### config.mk
export PLATFORM = sky130hd
export DESIGN_NAME = keypad_debounce_long_press_core
export DESIGN_NICKNAME = d
export VERILOG_FILES = /design/src/design/kdlp_pkg.sv /design/src/design/kdlp_fsm.sv /design/src/design/kdlp_out_buf.sv /design/src/design/keypad_debounce_long_press_core.sv
export SDC_FILE = /design/constraint.sdc
export NUM_CORES = 1
export LEC_CHECK = 0
export ABC_AREA = 1
export BUFFER_PORTS_ARGS = -buffer_cell sky130_fd_sc_hd__buf_2
export CAP_MARGIN = 0
export CORE_MARGIN = 1.5
export CORE_UTILIZATION = 50
export CTS_BUF_LIST = sky130_fd_sc_hd__clkbuf_8
export DETAILED_ROUTE_END_ITERATION = 6
export HOLD_SLACK_MARGIN = 0.05
export PLACE_DENSITY = 0.79
export SYNTH_ARGS = -nofsm -noshare
export SYNTH_HDL_FRONTEND = slang
export SYNTH_HIERARCHICAL = 1
export SYNTH_SLANG_ARGS = --single-unit
### constraint.sdc
create_clock -name clk -period 3.3 [get_ports clk]
set_clock_uncertainty 0.05 [all_clocks]
set_input_delay 0.165 -clock clk [delete_from_list [all_inputs] [get_ports clk]]
set_output_delay 0.165 -clock clk [all_outputs]
set_load 0.01 [all_outputs]
### src/design/kdlp_pkg.sv
// Package: shared types and constants for the keypad debounce / long-press block.
package kdlp_pkg;

  localparam int unsigned KeyCount  = 6;
  localparam int unsigned CodeW     = 3;
  localparam int unsigned DebW      = 8;
  localparam int unsigned LongW     = 16;
  localparam int unsigned CountW    = 16;
  localparam int unsigned CfgDataW  = 16;
  localparam int unsigned CfgIndexW = 1;

  localparam logic [CountW-1:0] CountMax = {CountW{1'b1}};

  localparam logic [DebW-1:0]  DebResetVal  = 8'd10;
  localparam logic [LongW-1:0] LongResetVal = 16'd1000;

  // configuration register indexes
  localparam logic [CfgIndexW-1:0] CFG_DEBOUNCE   = 1'b0;
  localparam logic [CfgIndexW-1:0] CFG_LONG_PRESS = 1'b1;

  // key codes
  localparam logic [CodeW-1:0] KEY_UP             = 3'd0;
  localparam logic [CodeW-1:0] KEY_DN             = 3'd1;
  localparam logic [CodeW-1:0] KEY_LT             = 3'd2;
  localparam logic [CodeW-1:0] KEY_RT             = 3'd3;
  localparam logic [CodeW-1:0] KEY_TOP_LEFT       = 3'd4;
  localparam logic [CodeW-1:0] KEY_TOP_RIGHT      = 3'd5;
  localparam logic [CodeW-1:0] KEY_TOP_RIGHT_LONG = 3'd6;

  typedef enum logic [1:0] {
    PH_IDLE     = 2'd0,
    PH_DEBOUNCE = 2'd1,
    PH_HOLD     = 2'd2
  } phase_t;

  typedef struct packed {
    logic             valid;
    logic [CodeW-1:0] code;
  } result_t;

endpackage

### src/design/kdlp_fsm.sv
// Debounce / long-press state machine with its tick counter and config registers.
module kdlp_fsm import kdlp_pkg::*; (
  input  logic                 clk,
  input  logic                 rst_n,
  input  logic                 tick,
  input  logic [KeyCount-1:0]  key_levels,
  input  logic                 cfg_we,
  input  logic [CfgIndexW-1:0] cfg_index,
  input  logic [CfgDataW-1:0]  cfg_data,
  output result_t              result
);

  phase_t            phase_r, phase_nxt;
  logic [CodeW-1:0]  held_r, held_nxt;
  logic [CountW-1:0] count_r, count_nxt;
  logic [DebW-1:0]   deb_r;
  logic [LongW-1:0]  long_r;

  logic [CountW-1:0] count_inc;
  logic              held_down;
  logic              any_down;
  logic [CodeW-1:0]  first_key;

  assign count_inc = (count_r == CountMax) ? count_r : count_r + 1'b1;
  assign held_down = ~key_levels[held_r];
  assign any_down  = ~(&key_levels);

  // priority: lowest bit wins
  always_comb begin
    first_key = KEY_UP;
    for (int k = KeyCount - 1; k >= 0; k--) begin
      if (!key_levels[k]) begin
        first_key = CodeW'(k);
      end
    end
  end

  // next state
  always_comb begin
    phase_nxt = phase_r;
    if (tick) begin
      case (phase_r)
        PH_DEBOUNCE: begin
          if (count_inc >= CountW'(deb_r)) begin
            phase_nxt = held_down ? PH_HOLD : PH_IDLE;
          end
        end
        PH_HOLD: begin
          if (!held_down) begin
            phase_nxt = PH_IDLE;
          end
        end
        default: begin
          if (any_down) begin
            phase_nxt = (deb_r == '0) ? PH_HOLD : PH_DEBOUNCE;
          end else begin
            phase_nxt = PH_IDLE;
          end
        end
      endcase
    end
  end

  // counter, latched key and result
  always_comb begin
    held_nxt     = held_r;
    count_nxt    = count_r;
    result.valid = 1'b0;
    result.code  = held_r;
    if (tick) begin
      case (phase_r)
        PH_DEBOUNCE: begin
          count_nxt = count_inc;
        end
        PH_HOLD: begin
          count_nxt = count_inc;
          if (!held_down) begin
            result.valid = 1'b1;
            if (held_r == KEY_TOP_RIGHT && count_inc >= long_r) begin
              result.code = KEY_TOP_RIGHT_LONG;
            end
          end
        end
        default: begin
          if (any_down) begin
            held_nxt  = first_key;
            count_nxt = '0;
          end
        end
      endcase
    end
  end

  always_ff @(posedge clk) begin
    if (!rst_n) begin
      phase_r <= PH_IDLE;
      held_r  <= KEY_UP;
      count_r <= '0;
      deb_r   <= DebResetVal;
      long_r  <= LongResetVal;
    end else begin
      phase_r <= phase_nxt;
      held_r  <= held_nxt;
      count_r <= count_nxt;
      if (cfg_we) begin
        case (cfg_index)
          CFG_DEBOUNCE:   deb_r  <= cfg_data[DebW-1:0];
          CFG_LONG_PRESS: long_r <= cfg_data[LongW-1:0];
          default: ;
        endcase
      end
    end
  end

endmodule

### src/design/kdlp_out_buf.sv
// Output register with a skid stage for the key-code channel.
module kdlp_out_buf import kdlp_pkg::*; (
  input  logic             clk,
  input  logic             rst_n,
  input  result_t          push,
  input  logic             out_stall,
  output logic             out_valid,
  output logic [CodeW-1:0] out_key_code,
  output logic             full
);

  logic             out_valid_r, out_valid_nxt;
  logic [CodeW-1:0] out_code_r, out_code_nxt;
  logic             skid_valid_r, skid_valid_nxt;
  logic [CodeW-1:0] skid_code_r, skid_code_nxt;
  logic             pop;

  assign pop = out_valid_r && !out_stall;

  always_comb begin
    out_valid_nxt  = out_valid_r;
    out_code_nxt   = out_code_r;
    skid_valid_nxt = skid_valid_r;
    skid_code_nxt  = skid_code_r;
    if (!out_valid_r || pop) begin
      if (skid_valid_r) begin
        out_valid_nxt  = 1'b1;
        out_code_nxt   = skid_code_r;
        skid_valid_nxt = push.valid;
        skid_code_nxt  = push.code;
      end else begin
        out_valid_nxt = push.valid;
        out_code_nxt  = push.code;
      end
    end else if (push.valid) begin
      // skid is empty here: input is stalled whenever it holds a transaction
      skid_valid_nxt = 1'b1;
      skid_code_nxt  = push.code;
    end
  end

  always_ff @(posedge clk) begin
    if (!rst_n) begin
      out_valid_r  <= 1'b0;
      skid_valid_r <= 1'b0;
    end else begin
      out_valid_r  <= out_valid_nxt;
      skid_valid_r <= skid_valid_nxt;
    end
    out_code_r  <= out_code_nxt;
    skid_code_r <= skid_code_nxt;
  end

  assign out_valid    = out_valid_r;
  assign out_key_code = out_code_r;
  assign full         = skid_valid_r;

endmodule

### src/design/keypad_debounce_long_press_core.sv
// Top level: keypad debouncer with long-press detection for six active-low keys.
//
//  channel | ports                          | direction
//  --------+--------------------------------+----------
//  in      | in_valid, in_stall, in_key_levels | sample in
//  out     | out_valid, out_stall, out_key_code | code out
//  cfg     | cfg_we, cfg_index, cfg_data    | write only
//
// One tick sample is taken per cycle while in_stall is low; its key code, if any,
// is registered into the output register, or into the skid stage while that is held.
// Synchronous active-low reset: idle state, debounce 10 ticks, long press 1000.
// The skid stage absorbs one code while out_stall is high; in_stall rises only
// once both output register and skid stage are full.
module keypad_debounce_long_press_core import kdlp_pkg::*; (
  input  logic                 clk,
  input  logic                 rst_n,
  input  logic                 in_valid,
  output logic                 in_stall,
  input  logic [KeyCount-1:0]  in_key_levels,
  output logic                 out_valid,
  input  logic                 out_stall,
  output logic [CodeW-1:0]     out_key_code,
  input  logic                 cfg_we,
  input  logic [CfgIndexW-1:0] cfg_index,
  input  logic [CfgDataW-1:0]  cfg_data
);

  logic    tick;
  logic    buf_full;
  result_t result;

  assign in_stall = buf_full;
  assign tick     = in_valid && !buf_full;

  kdlp_fsm u_fsm (
    .clk        (clk),
    .rst_n      (rst_n),
    .tick       (tick),
    .key_levels (in_key_levels),
    .cfg_we     (cfg_we),
    .cfg_index  (cfg_index),
    .cfg_data   (cfg_data),
    .result     (result)
  );

  kdlp_out_buf u_out_buf (
    .clk          (clk),
    .rst_n        (rst_n),
    .push         (result),
    .out_stall    (out_stall),
    .out_valid    (out_valid),
    .out_key_code (out_key_code),
    .full         (buf_full)
  );

endmodule

# Word-level counts from Yosys, hierarchy flattened
# Cells that the tools add are included.
dict set report word_totals {
  ff_bits 53
  latchBits 0
  mem_bits_rw 0
  romBits 0
  output_inout_bits 5
  word_cells 70
  n_memories 0
}
dict set report classes {
  add_sub_neg 1
  multipliers 0
  div 0
  magnitude_cmp 3
  eq_ne 8
  shift 0
  mux 29
  bitwise_logic 3
  reduce_logical 17
}
# cell count
set op_table {}
lappend op_table {{16-bit 2-to-1 mux} 3}
lappend op_table {{3-bit 2-to-1 mux} 11}
lappend op_table {{16-bit by 1-bit adder with 16-bit output, second input constant} 1}
lappend op_table {{16-bit equality test, second input constant} 1}
lappend op_table {{16-bit >= comparator} 1}
lappend op_table {{16-bit by 8-bit >= comparator with 1-bit output} 1}
lappend op_table {{4-bit 2-to-1 mux} 3}
lappend op_table {{2-bit 2-to-1 mux} 5}
lappend op_table {{8-bit logical NOT} 1}
lappend op_table {{2-bit AND reduction} 4}
lappend op_table {{2-bit by 1-bit != test with 1-bit output, second input constant} 3}
lappend op_table {{3-bit AND reduction} 2}
lappend op_table {{6-bit AND reduction} 1}
lappend op_table {{1-bit 2-to-1 mux} 5}
lappend op_table {{3-bit by 4-bit less-than comparator with 1-bit output, second input constant} 1}
lappend op_table {{2-bit one-hot mux with 2 select lines} 1}
lappend op_table {{1-bit binary-select mux with 3-bit select} 1}
lappend op_table {{3-bit equality test, second input constant} 1}
lappend op_table {{1-bit logical AND} 3}
lappend op_table {{1-bit logical NOT} 3}
lappend op_table {{1-bit inverter} 3}
lappend op_table {{2-bit by 1-bit equality test with 1-bit output, second input constant} 1}
lappend op_table {{2-bit equality test, second input constant} 1}
lappend op_table {{2-bit != test, second input constant} 1}
lappend op_table {{3 further kinds} 3}

# Logic depth before layout (Yosys ltp)
dict set report logic_depth {
  ltp_word 10
  ltp_mapped 27
  depth_no_buf 27
}

# By module
# Netlist, hierarchy kept.
# mod n_inst cells_each area_each_um2 seq_area_each_um2
set modules_own_cells {}
lappend modules_own_cells {kdlp_fsm 1 448 2950.3 900.9}
lappend modules_own_cells {kdlp_out_buf 1 29 310.3 220.2}
lappend modules_own_cells {keypad_debounce_long_press_core 1 2 10.0 0.0}

# Worst setup path before layout
# No wires, ideal clock.
dict set report synth_path {
  path_kind {reg2reg}
  startpoint {register u_fsm.count_r[0]}
  endpoint {register u_out_buf.out_code_r[1], in the netlist u_out_buf/out_key_code[1], data pin}
  setup_time_ns 0.252
  arrival_ns 2.562
  required_ns 2.998
  slack_ns 0.436
  stages_incl_launch_ff 27
  synth_period_minus_slack_ns 2.864
  path_cell_list {dfxtp_1 -> ha_1 -> nand3_1 -> nor3_4 -> nand3_2 -> xnor2_1 -> ha_1 -> inv_1 -> nand2_1 -> nand2_1 -> nand2_1 -> nand2_1 -> nand2_1 -> nand2_1 -> nand2_1 -> nand2_1 -> nand2_1 -> nand2_1 -> nand2_1 -> nand2_1 -> nand2_1 -> nand2_1 -> nand2_1 -> nand2_1 -> nand2_1 -> nand2_1 -> nand2_1}
}
# item line
set synth_lines {}
lappend synth_lines {{start, declared} kdlp_fsm.sv:15} ;# logic [CountW-1:0] count_r, count_nxt;
lappend synth_lines {{start signal, assigned} kdlp_fsm.sv:104} ;# count_r <= count_nxt;
lappend synth_lines {{end signal, assigned} kdlp_out_buf.sv:50} ;# out_code_r <= out_code_nxt;
lappend synth_lines {{end, declared} kdlp_out_buf.sv:13} ;# logic [CodeW-1:0] out_code_r, out_code_nxt;

==> flow_metrics.py <==
metrics = {
    "logic_synthesis": {
        "avgSynthCellArea_um2": 6.83,
        "syn_inst": 479,
        "synthSimpleGateAreaFrac_pct": 28.3,
        "syn-cell-area_mm2": 0.00327,
        "ys_seq_elements": 53,
        "seq_area_frac_synth_pct": 34.3,
        "synth_top_family_by_area": "simple AND/OR/NAND/NOR gates",
        "synth_cell_types": 35,
        "syn_nets": 533,
        "synth_fa_ha_area_share_pct": 9.95,
        "synth-compound-area-share_pct": 15.0,
        "yosys_warnings": 6,
        "synthMuxAreaShare_pct": 0,
        "synth-xor-area-share_pct": 1.61,
    },
    "timing": {
        "rsz0062_at_grt": "no",
        "tightestPinTransition_ps": 1100,
        "finalCriticalPeriod_ps": 3060,
        "post-route-period-util_pct": 92.7,
        "slew_headroom_pct": 26.1,
        "fin_tns_setup_ps": 0,
        "drv_slew": 0,
        "setup_violations": 0,
        "hold_viol_final": 0,
        "fmax_ghz": 0.327,
    },
    "final_layout": {
        "mostFrequentLayoutCell": "nand2_1",
        "diodes": 0,
        "syn2layout_area_growth_pct": 13.2,
        "n_fill_cell": 613,
        "final_cell_mix": "nand2_1, inv_1, dfxtp_1",
        "final_core_util_pct": 58.3,
        "nNetsFinal": 573,
        "drive_gt1_share_pct": 12.5,
        "multi_input_area_mm2": 0.00181,
        "regArea_mm2": 0.00113,
    },
    "drt": {
        "wirelength_um": 7830,
        "first_iter_violations": 152,
        "dr.pass1.iters": 4,
        "drtAntennaViolNets": 0,
        "wl_per_cell_um": 13.1,
        "drc_errors": 0,
        "vias_per_cell": 5.20,
        "vias": 3102,
    },
    "power": {
        "p_leak_nw": 1.83,
        "p_per_area_mw_per_mm2": 358,
        "irDropWorstVdd_mv": 0.253,
    },
    "worst_setup_path": {
        "crit_slowest_cell": "dfxtp_4",
        "worst_path_most_repeated_cell": "nand2_1",
        "crit_required_ps": 3340,
        "cpPeakStageDelay_ps": 390,
        "crit_buf_inv": 1,
        "crit_arrival_ps": 3100,
        "worst_setup_path_start_kind": "flip-flop",
        "crit_fanout": 6,
        "path_class": "reg -> reg",
        "path_cells": "ha_2 > nand3_1 > nor3_4 > nand2_2 > nor2_4 > nor2_1 > xor2_1 > ha_1 > nand2_1 > inv_1 > nand2_1 > nand2_1 > nand2_1 > nand2_1 > nand2_1 > nand2_1 > nand2_1 > nand2_1 > nand2_1 > nand2_1 > nand2_1 > nand2_1 > nand2_1 > nand2_1",
        "critPathTopFamily": "simple AND/OR/NAND/NOR gates",
        "end_kind": "flip-flop",
    },
    "die": {
        "initial_core_util_pct": 51.5,
        "num_io_pins": 33,
        "die-height_um": 83.9,
        "coreArea_mm2": 0.00635,
        "die_area_mm2": 0.00704,
        "row_count": 29,
        "die_x_um": 83.9,
    },
    "run_status": {
        "status": "complete, no violations",
    },
    "clock_tree": {
        "clk_latency_ps": 320,
        "clk_pin_slew_ps": 100,
        "post_cts_buffers": 0,
        "clock_path_buffers": 2,
        "htreeDepth": 2,
        "cts.sinks": 53,
        "cts_root_buf": "clkbuf_8",
        "cts_buffers": 5,
        "cts_tree": "yes",
    },
    "worst_hold_path": {
        "hold_class": "in -> reg",
    },
    "global_route": {
        "grt_max_degree": 30,
        "grt_overflow_total": 0,
        "antenna_found_initial": 0,
        "grt_pass1_vias": 2902,
        "grt_use_total_pct": 23.4,
        "grt_pass1_wl_um": 13200,
    },
    "placed_design": {
        "gp_congestion": 0.891,
        "hpwl_um": 6090,
        "io_buffers": 32,
    },
    "job": {
        "maxCapViolations": 0,
    },
}
-- logic make-up after synthesis --
| group | Yosys count |
|---|---|
| adder cells (fa/ha/maj) | 26 |
| flip-flops | 53 |
| AO/OA/AOI/OAI | 88 |
| AND/OR/NAND/NOR | 212 |
| buffers and inverters | 94 |
| XOR/XNOR | 6 |
-- path summary, 6_finish.rpt --
| path | startpoint | end | slack, ps | cells past startpoint |
|---|---|---|---|---|
| max | u_fsm/count_r[0] | u_out_buf/out_key_code[1] | 240 | 24 |
| min | cfg_data[14] | u_fsm/long_r[14] | 80 | 3 |
| max reg2reg | u_fsm/count_r[0] | u_out_buf/out_key_code[1] | 240 | 24 |
| min reg2reg | u_fsm/long_r[15] | u_fsm/long_r[15] | 420 | 2 |
-- stage by stage --
stage | instances | total power, W | instance area, um2 | hold WS (ps) | worst slack [ps]
3_3_place_gp | 581 | 0.000946 | 3510 | 334 | 272
3_5_place_dp | 581 | 0.000952 | 3510 | 339 | 167
5_1_grt | 597 | 0.00140 | 3700 | 72.8 | 11.0
2_1_floorplan | 479 | 0.000879 | 3270 | 239 | 436
4_1_cts | 597 | 0.00133 | 3680 | 69.4 | 158
6_report | 597 | 0.00133 | 3700 | 76.5 | 242
-- timing repair --
| action | 4_1_cts | 5_1_grt |
|---|---|---|
| gates resized for setup | 0 | 7 |
| hold buffers | 8 | 0 |
| setup endpoints to repair | 0 | 4 |
| endpoints found under the hold margin | 9 | 0 |
-- sequential cells by signal (all words and copies together), names as in the netlist --
signal,flops
u_fsm/count_r,16
u_fsm/long_r,16
u_fsm/deb_r,8
u_fsm/held_r,3
u_out_buf/out_key_code,3
u_out_buf/skid_code_r,3
u_fsm/phase_r,2
u_out_buf/full,1
u_out_buf/out_valid,1
-- cell type report --
type                    count  share of cell area, %
clock buffers               5                   1.86
clock inverters             3                  0.575
inverters                  83                   8.42
multi-input cells         332                   48.8
flip-flops and latches     53                   30.4
well taps                  77                   2.60
repair buffers             44                   7.30
-- per-layer routing --
metal | up-vias | track usage, % | wire length [um]
li1 | 1620 | - | -
met1 | 1410 | 29.8 | 3710
met2 | 59 | 39.7 | 3680
met3 | 13 | 4.85 | 280
met4 | 0 | 7.60 | 152
met5 | - | 0 | 0
-- worst reg2reg max path, cell delays in order (launching register included) --
cell,delay (ps)
dfxtp_4,390
ha_2,210
nand3_1,140
nor3_4,280
nand2_2,110
nor2_4,130
nor2_1,70
xor2_1,300
ha_1,300
nand2_1,60
inv_1,40
nand2_1,50
nand2_1,50
nand2_1,50
nand2_1,40
nand2_1,50
nand2_1,50
nand2_1,60
nand2_1,50
nand2_1,50
nand2_1,70
nand2_1,70
nand2_1,60
nand2_1,70
nand2_1,40
-- synthesized netlist by cell type --
| master | count | area share (%) |
|---|---|---|
| nor3_1 | 8 | 1.2 |
| inv_1 | 81 | 9.3 |
| nor2_4 | 1 | 0.34 |
| nor2_1 | 37 | 4.2 |
| nor3_4 | 1 | 0.50 |
| a21boi_1 | 1 | 0.23 |
| nor4_1 | 3 | 0.57 |
| nand4_1 | 8 | 1.5 |
| ha_1 | 26 | 9.9 |
| o21ai_1 | 1 | 0.15 |
| a31oi_1 | 2 | 0.38 |
| a21oi_1 | 44 | 6.7 |
| a21boi_0 | 3 | 0.69 |
| nand2_2 | 4 | 0.76 |
| o21ai_0 | 23 | 3.5 |
| nand3_2 | 3 | 0.92 |
| nand3_1 | 17 | 2.6 |
| o21a_1 | 1 | 0.23 |
| buf_1 | 1 | 0.11 |
| inv_2 | 1 | 0.11 |
| nand2_1 | 125 | 14 |
| xnor2_1 | 3 | 0.80 |
| buf_2 | 1 | 0.15 |
| dfxtp_1 | 47 | 29 |
| nand3b_1 | 1 | 0.23 |
| a21oi_2 | 1 | 0.27 |
| nor2_2 | 2 | 0.38 |
| clkbuf_4 | 1 | 0.23 |
| clkbuf_1 | 8 | 0.92 |
| a211oi_1 | 4 | 0.92 |
| nor3_2 | 2 | 0.61 |
| clkinv_1 | 1 | 0.11 |
| edfxtp_1 | 6 | 5.5 |
| o211ai_1 | 8 | 1.8 |
| xor2_1 | 3 | 0.80 |
-- power by group --
| group | switching [W] | total (W) | internal [W] |
|---|---|---|---|
| combinational | 0.000152 | 0.000242 | 0.0000902 |
| sequential | 0.0000173 | 0.000707 | 0.000690 |
| clock | 0.000226 | 0.000377 | 0.000151 |
| total | 0.000395 | 0.00133 | 0.000931 |
Note: power is estimated with default switching activity, not from simulation.
